$ cat config.mk
export PLATFORM = sky130hd
export DESIGN_NAME = weighted_moment_accumulator
export DESIGN_NICKNAME = d
export VERILOG_FILES = /design/src/hw/rtl/wma_pkg.sv /design/src/hw/rtl/wma_front.sv /design/src/hw/rtl/wma_queue.sv /design/src/hw/rtl/wma_back.sv /design/src/hw/rtl/weighted_moment_accumulator.sv
export SDC_FILE = /design/constraint.sdc
export NUM_CORES = 2
export LEC_CHECK = 0
export ABC_AREA = 1
export BUFFER_PORTS_ARGS = -buffer_cell sky130_fd_sc_hd__buf_2
export CORE_AREA = 2 2 334 336
export CTS_CLUSTER_SIZE = 20
export DETAILED_ROUTE_END_ITERATION = 10
export DIE_AREA = 0 0 336 338
export GPL_TIMING_DRIVEN = 0
export MAX_ROUTING_LAYER = met4
export PLACE_DENSITY_LB_ADDON = 0.05
export SLEW_MARGIN = 20
export SYNTH_ARGS = -nofsm -noshare
export SYNTH_HDL_FRONTEND = slang
export SYNTH_HIERARCHICAL = 1
export SYNTH_SLANG_ARGS = --single-unit
$ cat constraint.sdc
create_clock -name i_clk -period 56.8 [get_ports i_clk]
set_input_delay 17.04 -clock i_clk [delete_from_list [all_inputs] [get_ports i_clk]]
set_output_delay 17.04 -clock i_clk [all_outputs]
set_load 0.05 [all_outputs]
$ cat src/hw/rtl/wma_pkg.sv
// ----------------------------------------------------------------------------
// wma_pkg
// Shared types and constants of the weighted moment accumulator: the input
// and result items, the queue entry between front and back, and limits.
// ----------------------------------------------------------------------------
package wma_pkg;

    localparam int SAMPLE_BITS = 12;
    localparam int WEIGHT_BITS = 8;
    localparam int ORDER_W     = 3;
    localparam int COUNT_W     = 32;
    localparam int SUM_W       = 64;
    localparam int NUM_SUM_OUT = 5;
    localparam int QUEUE_DEPTH = 2;

    localparam logic [ORDER_W-1:0] ORDER_RESET = 3'd3;

    localparam logic ACT_FILL  = 1'b0;
    localparam logic ACT_CLEAR = 1'b1;

    localparam logic signed [SAMPLE_BITS-1:0] SAMPLE_MAX = {1'b0, {(SAMPLE_BITS-1){1'b1}}};
    localparam logic signed [SAMPLE_BITS-1:0] SAMPLE_MIN = {1'b1, {(SAMPLE_BITS-1){1'b0}}};

    typedef struct packed {
        logic                          action;
        logic signed [SAMPLE_BITS-1:0] sample;
        logic signed [WEIGHT_BITS-1:0] weight;
    } t_in_item;

    typedef struct packed {
        logic signed [SAMPLE_BITS-1:0] min_seen;
        logic signed [SAMPLE_BITS-1:0] max_seen;
        logic        [COUNT_W-1:0]     fill_count;
        logic signed [SUM_W-1:0]       sum_pow0;
        logic signed [SUM_W-1:0]       sum_pow1;
        logic signed [SUM_W-1:0]       sum_pow2;
        logic signed [SUM_W-1:0]       sum_pow3;
        logic signed [SUM_W-1:0]       sum_pow4;
        logic                          overflow_seen;
    } t_out_item;

    // One classified item as it waits between front and back.
    typedef struct packed {
        logic                          is_clear;
        logic        [ORDER_W-1:0]     order;
        logic signed [SAMPLE_BITS-1:0] sample;
        logic signed [WEIGHT_BITS-1:0] weight;
    } t_op;

endpackage

$ cat src/hw/rtl/wma_front.sv
// ----------------------------------------------------------------------------
// wma_front
// Accepts input items, classifies them as clear or fill, clamps the
// configured order to the built-in limit and pushes them into the queue.
// ----------------------------------------------------------------------------
module wma_front #(
    parameter int MAX_ORDER = 4
) (
    input  logic                           i_in_valid,
    input  wma_pkg::t_in_item              i_in_data,
    output logic                           o_in_stall,
    input  logic [wma_pkg::ORDER_W-1:0]    i_moment_order,
    input  logic                           i_q_full,
    output logic                           o_push,
    output wma_pkg::t_op                   o_op
);
    import wma_pkg::*;

    localparam logic [ORDER_W-1:0] ORDER_LIMIT = ORDER_W'(MAX_ORDER);

    assign o_in_stall = i_q_full;
    assign o_push     = i_in_valid && !i_q_full;

    always_comb begin
        o_op.is_clear = (i_in_data.action == ACT_CLEAR);
        o_op.order    = (i_moment_order > ORDER_LIMIT) ? ORDER_LIMIT : i_moment_order;
        o_op.sample   = i_in_data.sample;
        o_op.weight   = i_in_data.weight;
    end

endmodule

$ cat src/hw/rtl/wma_queue.sv
// ----------------------------------------------------------------------------
// wma_queue
// Short first-in first-out queue of classified items between the front and
// the back, so that each side can stall on its own.
// ----------------------------------------------------------------------------
module wma_queue (
    input  logic          i_clk,
    input  logic          i_rst_n,
    input  logic          i_push,
    input  wma_pkg::t_op  i_op,
    output logic          o_full,
    input  logic          i_pop,
    output logic          o_valid,
    output wma_pkg::t_op  o_op
);
    import wma_pkg::*;

    localparam int PW = (QUEUE_DEPTH > 1) ? $clog2(QUEUE_DEPTH) : 1;
    localparam int CW = $clog2(QUEUE_DEPTH + 1);
    localparam logic [PW-1:0] PTR_LAST = PW'(QUEUE_DEPTH - 1);

    t_op           r_mem [0:QUEUE_DEPTH-1];
    logic [PW-1:0] r_wr;
    logic [PW-1:0] r_rd;
    logic [CW-1:0] r_cnt;
    logic [PW-1:0] n_wr;
    logic [PW-1:0] n_rd;
    logic [CW-1:0] n_cnt;

    assign o_full  = (r_cnt == CW'(QUEUE_DEPTH));
    assign o_valid = (r_cnt != '0);
    assign o_op    = r_mem[r_rd];

    always_comb begin
        n_wr  = r_wr;
        n_rd  = r_rd;
        n_cnt = r_cnt;
        if (i_push) begin
            n_wr = (r_wr == PTR_LAST) ? '0 : r_wr + 1'b1;
        end
        if (i_pop) begin
            n_rd = (r_rd == PTR_LAST) ? '0 : r_rd + 1'b1;
        end
        if (i_push && !i_pop) begin
            n_cnt = r_cnt + 1'b1;
        end else if (!i_push && i_pop) begin
            n_cnt = r_cnt - 1'b1;
        end
    end

    always_ff @(posedge i_clk) begin
        if (!i_rst_n) begin
            r_wr  <= '0;
            r_rd  <= '0;
            r_cnt <= '0;
        end else begin
            r_wr  <= n_wr;
            r_rd  <= n_rd;
            r_cnt <= n_cnt;
        end
    end

    always_ff @(posedge i_clk) begin
        if (i_push) begin
            r_mem[r_wr] <= i_op;
        end
    end

    a_no_push_when_full: assert property (@(posedge i_clk) disable iff (!i_rst_n)
        i_push |-> !o_full)
        else $error("item pushed into a full queue");

    a_no_pop_when_empty: assert property (@(posedge i_clk) disable iff (!i_rst_n)
        i_pop |-> o_valid)
        else $error("item popped from an empty queue");

endmodule

$ cat src/hw/rtl/wma_back.sv
// ----------------------------------------------------------------------------
// wma_back
// Carries out queued items: clears the statistics or performs one fill.
// A fill walks the powers one order at a time, forming w*x^k from the
// previous term as two partial products of its 32-bit halves, and adds each
// term into its saturating 64-bit sum. An output register holds the result.
// ----------------------------------------------------------------------------
module wma_back #(
    parameter int MAX_ORDER = 4
) (
    input  logic               i_clk,
    input  logic               i_rst_n,
    input  logic               i_q_valid,
    input  wma_pkg::t_op       i_q_op,
    output logic               o_q_pop,
    output logic               o_out_valid,
    output wma_pkg::t_out_item o_out_data,
    input  logic               i_out_stall
);
    import wma_pkg::*;

    localparam int KW     = (MAX_ORDER > 0) ? $clog2(MAX_ORDER + 1) : 1;
    localparam int PH_W   = 32 + SAMPLE_BITS;
    localparam int PL_W   = 33 + SAMPLE_BITS;
    localparam int PROD_W = SUM_W + SAMPLE_BITS + 1;

    localparam logic signed [SUM_W-1:0] SUM_MAX = {1'b0, {(SUM_W-1){1'b1}}};
    localparam logic signed [SUM_W-1:0] SUM_MIN = {1'b1, {(SUM_W-1){1'b0}}};

    localparam logic [2:0] S_IDLE = 3'd0;
    localparam logic [2:0] S_ACC  = 3'd1;
    localparam logic [2:0] S_MUL  = 3'd2;
    localparam logic [2:0] S_NORM = 3'd3;
    localparam logic [2:0] S_DONE = 3'd4;

    logic [2:0]                    r_state,   n_state;
    t_op                           r_op,      n_op;
    logic [KW-1:0]                 r_k,       n_k;
    logic signed [SUM_W-1:0]       r_term,    n_term;
    logic                          r_tov,     n_tov;
    logic signed [PH_W-1:0]        r_p_hi,    n_p_hi;
    logic signed [PL_W-1:0]        r_p_lo,    n_p_lo;
    logic signed [SAMPLE_BITS-1:0] r_min,     n_min;
    logic signed [SAMPLE_BITS-1:0] r_max,     n_max;
    logic [COUNT_W-1:0]            r_cnt,     n_cnt;
    logic signed [SUM_W-1:0]       r_sum [0:MAX_ORDER];
    logic signed [SUM_W-1:0]       n_sum [0:MAX_ORDER];
    logic                          r_ovf,     n_ovf;
    logic                          r_o_valid, n_o_valid;
    t_out_item                     r_o_data,  n_o_data;

    logic signed [SUM_W-1:0]       sum_view [0:NUM_SUM_OUT-1];
    logic [SUM_W:0]                acc_wide;
    logic                          acc_ovf;
    logic signed [SUM_W-1:0]       acc_val;
    logic [PROD_W-1:0]             prod;
    logic                          prod_fits;
    logic                          sat_neg;

    // Sums above the built-in order read as zero.
    for (genvar g = 0; g < NUM_SUM_OUT; g++) begin : g_view
        if (g <= MAX_ORDER) begin : g_on
            assign sum_view[g] = r_sum[g];
        end else begin : g_off
            assign sum_view[g] = '0;
        end
    end

    always_comb begin
        acc_wide = {r_sum[r_k][SUM_W-1], r_sum[r_k]} + {r_term[SUM_W-1], r_term};
        acc_ovf  = acc_wide[SUM_W] ^ acc_wide[SUM_W-1];
        acc_val  = acc_ovf ? (acc_wide[SUM_W] ? SUM_MIN : SUM_MAX) : acc_wide[SUM_W-1:0];
    end

    // The previous term is split into a signed upper and an unsigned lower half.
    always_comb begin
        prod = {{(PROD_W-PH_W-32){r_p_hi[PH_W-1]}}, r_p_hi, 32'b0}
             + {{(PROD_W-PL_W){r_p_lo[PL_W-1]}}, r_p_lo};
        prod_fits = (&prod[PROD_W-1:SUM_W-1]) || !(|prod[PROD_W-1:SUM_W-1]);
        // Once a term has clamped, all later ones do; sign: previous term times x.
        sat_neg = r_tov ? (r_term[SUM_W-1] ^ r_op.sample[SAMPLE_BITS-1]) : prod[PROD_W-1];
    end

    always_comb begin
        n_state   = r_state;
        n_op      = r_op;
        n_k       = r_k;
        n_term    = r_term;
        n_tov     = r_tov;
        n_p_hi    = r_p_hi;
        n_p_lo    = r_p_lo;
        n_min     = r_min;
        n_max     = r_max;
        n_cnt     = r_cnt;
        n_sum     = r_sum;
        n_ovf     = r_ovf;
        n_o_valid = r_o_valid;
        n_o_data  = r_o_data;
        o_q_pop   = 1'b0;

        if (r_o_valid && !i_out_stall) begin
            n_o_valid = 1'b0;
        end

        unique case (r_state)
            S_IDLE: begin
                if (i_q_valid) begin
                    o_q_pop = 1'b1;
                    n_op    = i_q_op;
                    n_tov   = 1'b0;
                    n_k     = '0;
                    if (i_q_op.is_clear) begin
                        n_min = SAMPLE_MAX;
                        n_max = SAMPLE_MIN;
                        n_cnt = '0;
                        n_ovf = 1'b0;
                        for (int j = 0; j <= MAX_ORDER; j++) begin
                            n_sum[j] = '0;
                        end
                        n_state = S_DONE;
                    end else begin
                        if (!i_q_op.weight[WEIGHT_BITS-1]) begin
                            if ($signed(i_q_op.sample) < r_min) begin
                                n_min = i_q_op.sample;
                            end
                            if ($signed(i_q_op.sample) > r_max) begin
                                n_max = i_q_op.sample;
                            end
                        end
                        if (r_cnt != '1) begin
                            n_cnt = r_cnt + 1'b1;
                        end
                        n_term  = SUM_W'(i_q_op.weight);
                        n_state = S_ACC;
                    end
                end
            end
            S_ACC: begin
                n_sum[r_k] = acc_val;
                n_ovf      = r_ovf || r_tov || acc_ovf;
                if (ORDER_W'(r_k) == r_op.order) begin
                    n_state = S_DONE;
                end else begin
                    n_k     = r_k + 1'b1;
                    n_state = S_MUL;
                end
            end
            S_MUL: begin
                n_p_hi  = $signed(r_term[SUM_W-1:32]) * r_op.sample;
                n_p_lo  = $signed({1'b0, r_term[31:0]}) * r_op.sample;
                n_state = S_NORM;
            end
            S_NORM: begin
                if (r_tov || !prod_fits) begin
                    n_tov  = 1'b1;
                    n_term = sat_neg ? SUM_MIN : SUM_MAX;
                end else begin
                    n_term = prod[SUM_W-1:0];
                end
                n_state = S_ACC;
            end
            S_DONE: begin
                if (!r_o_valid || !i_out_stall) begin
                    n_o_valid              = 1'b1;
                    n_o_data.min_seen      = r_min;
                    n_o_data.max_seen      = r_max;
                    n_o_data.fill_count    = r_cnt;
                    n_o_data.sum_pow0      = sum_view[0];
                    n_o_data.sum_pow1      = sum_view[1];
                    n_o_data.sum_pow2      = sum_view[2];
                    n_o_data.sum_pow3      = sum_view[3];
                    n_o_data.sum_pow4      = sum_view[4];
                    n_o_data.overflow_seen = r_ovf;
                    n_state                = S_IDLE;
                end
            end
            default: begin
                n_state = S_IDLE;
            end
        endcase
    end

    always_ff @(posedge i_clk) begin
        if (!i_rst_n) begin
            r_state   <= S_IDLE;
            r_k       <= '0;
            r_tov     <= 1'b0;
            r_min     <= SAMPLE_MAX;
            r_max     <= SAMPLE_MIN;
            r_cnt     <= '0;
            r_ovf     <= 1'b0;
            r_o_valid <= 1'b0;
            for (int j = 0; j <= MAX_ORDER; j++) begin
                r_sum[j] <= '0;
            end
        end else begin
            r_state   <= n_state;
            r_k       <= n_k;
            r_tov     <= n_tov;
            r_min     <= n_min;
            r_max     <= n_max;
            r_cnt     <= n_cnt;
            r_ovf     <= n_ovf;
            r_o_valid <= n_o_valid;
            r_sum     <= n_sum;
        end
    end

    always_ff @(posedge i_clk) begin
        r_op     <= n_op;
        r_term   <= n_term;
        r_p_hi   <= n_p_hi;
        r_p_lo   <= n_p_lo;
        r_o_data <= n_o_data;
    end

    assign o_out_valid = r_o_valid;
    assign o_out_data  = r_o_data;

    a_k_within_order: assert property (@(posedge i_clk) disable iff (!i_rst_n)
        (r_state == S_ACC || r_state == S_MUL || r_state == S_NORM)
            |-> (ORDER_W'(r_k) <= r_op.order))
        else $error("power index ran past the order of the item");

    a_clear_restores: assert property (@(posedge i_clk) disable iff (!i_rst_n)
        (r_state == S_IDLE && i_q_valid && i_q_op.is_clear)
            |=> (r_cnt == '0 && !r_ovf && r_state == S_DONE))
        else $error("clear did not restore the statistics");

    a_clamp_needs_weight: assert property (@(posedge i_clk) disable iff (!i_rst_n)
        r_tov |-> (!r_op.is_clear && r_op.weight != '0))
        else $error("term clamped on a clear or a zero weight");

    a_done_loads_result: assert property (@(posedge i_clk) disable iff (!i_rst_n)
        (r_state == S_DONE && (!r_o_valid || !i_out_stall))
            |=> (r_o_valid && r_state == S_IDLE))
        else $error("finished item did not reach the output register");

endmodule

$ cat src/hw/rtl/weighted_moment_accumulator.sv
// ----------------------------------------------------------------------------
// weighted_moment_accumulator
// Running minimum, maximum, fill count and weighted power sums of a stream
// of weighted samples, with saturating 64-bit sums and a sticky overflow flag.
// ----------------------------------------------------------------------------
// Usage:
// Input items arrive on i_in_valid / i_in_data and are taken at an edge where
// o_in_stall is low. Action fill adds the sample and weight to the statistics;
// action clear restores them. Every item returns one result item on
// o_out_valid / o_out_data, holding the statistics after that item; the
// receiver holds it with i_out_stall and it stays unchanged meanwhile.
// i_cfg_we writes i_cfg_wdata into the moment order; values above MAX_ORDER
// act as MAX_ORDER. Write it only while no item is in flight.
// Flow: a fill of effective order K accumulates power zero, then takes one
// multiply, one normalize and one accumulate step per power up to K; a
// clear resets the statistics and goes straight to the result. With the
// back end idle, it takes an item from the two-entry queue in the cycle
// after it is accepted. The queue keeps accepting items while the back end
// works or waits on a stalled result, until it is full.
// Reset (synchronous, active low) sets the order to 3, the minimum to the
// most positive and the maximum to the most negative sample, and clears
// the count, the sums and the overflow flag.
// ----------------------------------------------------------------------------
module weighted_moment_accumulator #(
    parameter int MAX_ORDER = 4
) (
    input  logic                         i_clk,
    input  logic                         i_rst_n,
    input  logic                         i_in_valid,
    input  wma_pkg::t_in_item            i_in_data,
    output logic                         o_in_stall,
    output logic                         o_out_valid,
    output wma_pkg::t_out_item           o_out_data,
    input  logic                         i_out_stall,
    input  logic                         i_cfg_we,
    input  logic [wma_pkg::ORDER_W-1:0]  i_cfg_wdata
);
    import wma_pkg::*;

    logic [ORDER_W-1:0] r_moment_order;
    logic               q_full;
    logic               q_push;
    logic               q_valid;
    logic               q_pop;
    t_op                q_in_op;
    t_op                q_out_op;

    always_ff @(posedge i_clk) begin
        if (!i_rst_n) begin
            r_moment_order <= ORDER_RESET;
        end else if (i_cfg_we) begin
            r_moment_order <= i_cfg_wdata;
        end
    end

    wma_front #(
        .MAX_ORDER (MAX_ORDER)
    ) u_front (
        .i_in_valid     (i_in_valid),
        .i_in_data      (i_in_data),
        .o_in_stall     (o_in_stall),
        .i_moment_order (r_moment_order),
        .i_q_full       (q_full),
        .o_push         (q_push),
        .o_op           (q_in_op)
    );

    wma_queue u_queue (
        .i_clk   (i_clk),
        .i_rst_n (i_rst_n),
        .i_push  (q_push),
        .i_op    (q_in_op),
        .o_full  (q_full),
        .i_pop   (q_pop),
        .o_valid (q_valid),
        .o_op    (q_out_op)
    );

    wma_back #(
        .MAX_ORDER (MAX_ORDER)
    ) u_back (
        .i_clk       (i_clk),
        .i_rst_n     (i_rst_n),
        .i_q_valid   (q_valid),
        .i_q_op      (q_out_op),
        .o_q_pop     (q_pop),
        .o_out_valid (o_out_valid),
        .o_out_data  (o_out_data),
        .i_out_stall (i_out_stall)
    );

endmodule
; Word level (Yosys, flattened, before mapping)
; Memory sizes are Yosys's and may differ from the RTL's. A register that Yosys moved wholly into a read port is not among the register bits.
; Cells that the tools add are included.
[op_classes]
add_sub_neg = 8
multipliers = 2
n_lt_le_gt_ge = 5
n_eq_ne = 14
n_mux = 53
bitwise_logic = 3
reduce_logical = 37
[op_table]
columns = operator, n
row1 = 320-bit two-way mux, 2
row2 = 320-bit case mux with 2 select lines, 1
row3 = 64-bit two-way mux, 9
row4 = 320-bit bitwise mux, 1
row5 = 64-bit binary-select mux with 3-bit select, 1
row6 = 64-bit demux with 3-bit select, 1
row7 = 64-bit case mux with 2 select lines, 1
row8 = 76-bit by 45-bit adder with 77-bit output, 1
row9 = 12-bit two-way mux, 6
row10 = 64-bit by 64-bit adder with 65-bit output, 1
row11 = 32-bit two-way mux, 2
row12 = 33-bit by 12-bit multiplier with 45-bit output, 1
row13 = 32-bit by 12-bit multiplier with 44-bit output, 1
row14 = 32-bit by 1-bit adder with 32-bit output (second input constant), 1
row15 = 32-bit inequality test (second input constant), 1
row16 = 3-bit two-way mux, 7
row17 = 1-bit two-way mux, 16
row18 = 3-bit case mux with 5 select lines, 1
row19 = 3-bit AND reduction, 5
row20 = 14-bit AND reduction, 1
row21 = 2-bit nonzero test, 7
row22 = 14-bit OR reduction, 1
row23 = 12-bit > comparator, 1
row24 = 12-bit less-than comparator, 1
row25 = 25 further kinds, 52
[word_totals]
ff_bits = 937
ram_bits = 48
inputBits = 29
out_inout_bits = 379
wordCells = 154
memories = 1
[mem_list]
columns = name, depth, word_bits, rd, rd_ports_with_merged_regs, wr, line_no
row1 = u_queue.r_mem, 2, 24, 1, 1, 1, wma_queue.sv:22  ; t_op r_mem [0:QUEUE_DEPTH-1];

; Longest topological paths before layout
[logic_depth]
ltp_word = 9
depth_mapped = 28
ltp_nobuf = 26

; Hierarchy
; The synthesis kept the hierarchy.
[modules_own_cells]
columns = mod, instances, cells_per_inst, area_per_inst_um2, seq_area_each_um2
row1 = wma_back, 1, 8051, 68505.7, 24073.1
row2 = wma_queue, 1, 110, 2065.7, 1541.5
row3 = wma_front, 1, 32, 202.7, 0.0
row4 = weighted_moment_accumulator, 1, 15, 107.6, 60.1

; Worst setup path before layout
; No wires, ideal clock.
[synth_timing]
kind = input to register
start = in i_out_stall
end = reg u_back.r_o_data, in the netlist u_back/o_out_data[0] (enable)
setup_time_ns = 1.123
arrival_time_ns = 32.701
t_required_ns = 55.677
setup_slack_ns = 22.976
path_stages = 3
n_path_buf = 0
cell_sequence = nand2_1 -> inv_1 -> nor2_1
[synth_between]
elab_chain_cells = 3
[synth_rtl]
columns = element, line_no
row1 = from (decl), weighted_moment_accumulator.sv:34  ; input logic i_out_stall,
row2 = 1-bit zero test, wma_back.sv:163  ; if (!r_o_valid || !i_out_stall) begin
row3 = 1-bit logical OR, wma_back.sv:163
row4 = 2-bit AND reduction (no line), -
row5 = to (signal assigned), wma_back.sv:214  ; r_o_data <= n_o_data;
row6 = to (decl), wma_back.sv:50  ; t_out_item r_o_data, n_o_data;
; Every way passes these cells.
; A chain may end at the register's enable or synchronous reset.

; Final worst setup path
[layout_timing]
start = in i_out_stall
end = reg u_back.r_o_data, in the netlist u_back/o_out_data[3] (enable)
; Same word-level chain as after synthesis.

==> results.sh <==
export IMPL_status="finished clean"
export IMPL_core_area_um2=110000
export IMPL_cts_resized_gates=0
export IMPL_cp_required_ns=57.22
export IMPL_fmax_ghz=0.0513
export IMPL_clock_latency_ns=0.75
export IMPL_synth_cell_type_count=62
export IMPL_synth_nets=9220
export IMPL_initial_core_util=0.644
export IMPL_drc_errors=0
export IMPL_ys_seq_area_frac=0.362
export IMPL_syn_cell_area_um2=70900
export IMPL_numPortBuffers=386
export IMPL_cts_hold_fix_buffers=0
export IMPL_slew_headroom=0.103
export IMPL_cp_data_arrival_time_ns=19.89
export IMPL_placementRows=122
export IMPL_hold_violations=0
export IMPL_ys_ff_latch=986
export IMPL_routed_via_density=5.93
export IMPL_critPathMaxFanout=32
export IMPL_start_kind="primary input"
export IMPL_grt_pass1_vias=59600
export IMPL_end_kind="flop"
export IMPL_final_layout_size_suffix_gt1_frac=0.0843
export IMPL_rsz0062_at_grt="no"
export IMPL_postSynthCellCount=8208
export IMPL_post_drt_wl_per_cell_um=23.1
export IMPL_place_gp_congestion=1.05
export IMPL_synth_top_family_by_area="adder cells"
export IMPL_cts_clk_slew_worst_paths_ns=0.06
export IMPL_holdCritPathClass="reg -> reg"
export IMPL_root_buffer="clkbuf_16"
export IMPL_finalWirelength_um=238000
export IMPL_antenna_found_initial=9
export IMPL_syn_to_final_growth_pct=10.7
export IMPL_cts_sinks=986
export IMPL_gr_total_overflow=0
export IMPL_synthSimpleGateAreaFrac=0.191
export IMPL_synthMuxAreaShare=0.00487
export IMPL_dr_first_iter_drc_count=7381
export IMPL_avgSynthCellArea_um2=8.64
export IMPL_ys_async_sr_fraction=0
export IMPL_fin_setup_tns_ns=0
export IMPL_synth_ff_type="edfxtp_1"
export IMPL_pin_count=408
export IMPL_yosysTopAreaCell="edfxtp_1"
export IMPL_min_period_over_period=0.343
export IMPL_clock_path_buffers=3
export IMPL_yosysWarnings=6
export IMPL_synth_area_leaders="edfxtp_1, fa_1, dfxtp_1, nand2_1, inv_1"
export IMPL_setup_viol=0
export IMPL_synth_adder_area_share=0.241
export IMPL_grt_first_pass_wirelength_um=355000
export IMPL_route_antenna_remaining_nets=0
export IMPL_grt_total_usage=0.432
export IMPL_cts_tree="built"
export IMPL_die_area_um2=114000
export IMPL_vias=61000
export IMPL_crit_type="in -> reg"
export IMPL_slew_violations=0
export IMPL_die_w_um=336
export IMPL_synth_compound_area_share=0.0756
export IMPL_cts_max_level=3
export IMPL_finClkSkew_ns=0.0792
export IMPL_nets=9726
export IMPL_numCtsBuffers=95
export IMPL_grt_max_degree=33
export IMPL_die_h_um=338
export IMPL_nFillCells=8472
export IMPL_postCtsSetupBuffers=0
export IMPL_tightest_slew_ns=1.35
export IMPL_drv_cap=0
export IMPL_dp_cells=10100
export IMPL_fin_crit_ns=19.48
export IMPL_synth_top_area_share=0.251
export IMPL_first_pass_iters=8
export IMPL_stdcell_count=10300
export IMPL_synth_edf_count=593
export IMPL_hpwlAfterDp_um=190000
export IMPL_synth_xor_area_frac=0.0206
==> Yosys cell counts (47+ instances only) <==
cell      number
nand2_1     2094
nor2_1       376
inv_1       1430
xnor2_1       72
fa_1         641
nand4_1      140
clkbuf_1     280
ha_1         342
nand3_1      499
nor3_1        61
buf_6         47
xor2_1        95
edfxtp_1     593
dfxtp_1      393
a21oi_1      588
o21ai_0      136
==> worst max-delay path, cell delays in order <==
cell	delay [ns]
buf_2	0.12
nand2_1	0.10
inv_1	0.10
nor2_4	0.42
buf_12	0.26
buf_16	0.20
buf_16	0.20
buf_12	0.23
buf_12	0.22
buf_12	0.23
buf_12	0.23
buf_12	0.23
buf_16	0.20
==> final cells by class <==
class / count / area (um2) / share of cell area
sequential: 986 / 25700 / 0.327
multi-input combinational: 5381 / 37900 / 0.483
clock inverter: 52 / 577 / 0.00735
timing repair buffer: 409 / 2410 / 0.0308
buffer: 393 / 1960 / 0.0249
tap: 1488 / 1860 / 0.0237
antenna: 8 / 20.0 / 0.000255
inverter: 1448 / 5440 / 0.0693
clock buffer: 128 / 2640 / 0.0336
==> layer usage <==
metal	GRT usage	vias to the layer above	share of wire
met3	0.0982	862	0.12
met5	-	-	0
met2	0.658	3984	0.45
met4	0.250	0	0.071
met1	0.531	29000	0.36
li1	-	27100	-
==> metrics by stage <==
stage / setup slack [ns] / hold slack [ns] / cell area (um2) / util
floorplan: 22.98 / 0.408 / 70900 / -
global placement: 18.25 / 0.436 / 74700 / 0.679
detailed placement: 36.62 / 0.427 / 75200 / 0.683
CTS: 37.37 / 0.410 / 78400 / 0.713
global route: 37.20 / 0.426 / 78400 / 0.713
finish: 37.32 / 0.419 / 78400 / 0.713
==> cells in the final DEF (no fill, tap or decap), types with 49 or more instances in the layout <==
cell type	instances
nand2_1	2094
inv_1	1430
fa_1	641
edfxtp_1	593
a21oi_1	588
nand3_1	499
dfxtp_1	393
buf_2	391
nor2_1	368
ha_1	342
clkbuf_1	295
nand4_1	140
o21ai_0	135
clkbuf_16	97
xor2_1	95
xnor2_1	72
nor3_1	61
buf_6	49
==> sequential cells by signal, summed over array words and instances, names as in the netlist, 3 cells and up, named ones only <==
| register | count |
|---|---|
| u_back/r_cnt | 32 |
| u_back/r_sum | 320 |
| u_back/r_max | 12 |
| u_back/r_p_hi | 44 |
| u_back/o_out_data | 377 |
| u_back/r_k | 3 |
| u_back/r_min | 12 |
| u_back/r_op | 15 |
| u_back/r_state | 3 |
| u_queue/r_mem | 48 |
| u_back/r_p_lo | 45 |
| u_back/r_term | 64 |
| r_moment_order | 3 |
==> kinds of logic (layout without fill, tap and decap cells) <==
| family | after synthesis | in the layout |
|---|---|---|
| and+or+nand+nor | 3252 | 3252 |
| buffers and inverters | 1841 | 2430 |
| DFF | 986 | 986 |
| adders and majority gates | 983 | 983 |
| AOI/OAI and AO/OA | 955 | 955 |
| xor gates and xnor gates | 167 | 167 |
| muxes | 24 | 24 |
| other | 0 | 8 |
==> path summary, 6_finish.rpt <==
path	end	depth (start not counted)	slack, ns	from
worst min-delay path	u_back/o_out_data[361]$_DFFE_PP_	0	0.42	u_back/r_max[8]$_SDFFE_PN0P_
worst min register to register	u_back/o_out_data[361]$_DFFE_PP_	0	0.42	u_back/r_max[8]$_SDFFE_PN0P_
worst max register to register	u_back/r_p_lo[35]$_DFFE_PP_	25	49.03	u_back/r_op[13]$_DFFE_PP_
worst max-delay path	u_back/o_out_data[3]$_DFFE_PP_	13	37.32	i_out_stall
Power is not shown: default switching activity piles up to over one toggle a cycle in this logic, so the estimate is an artifact.
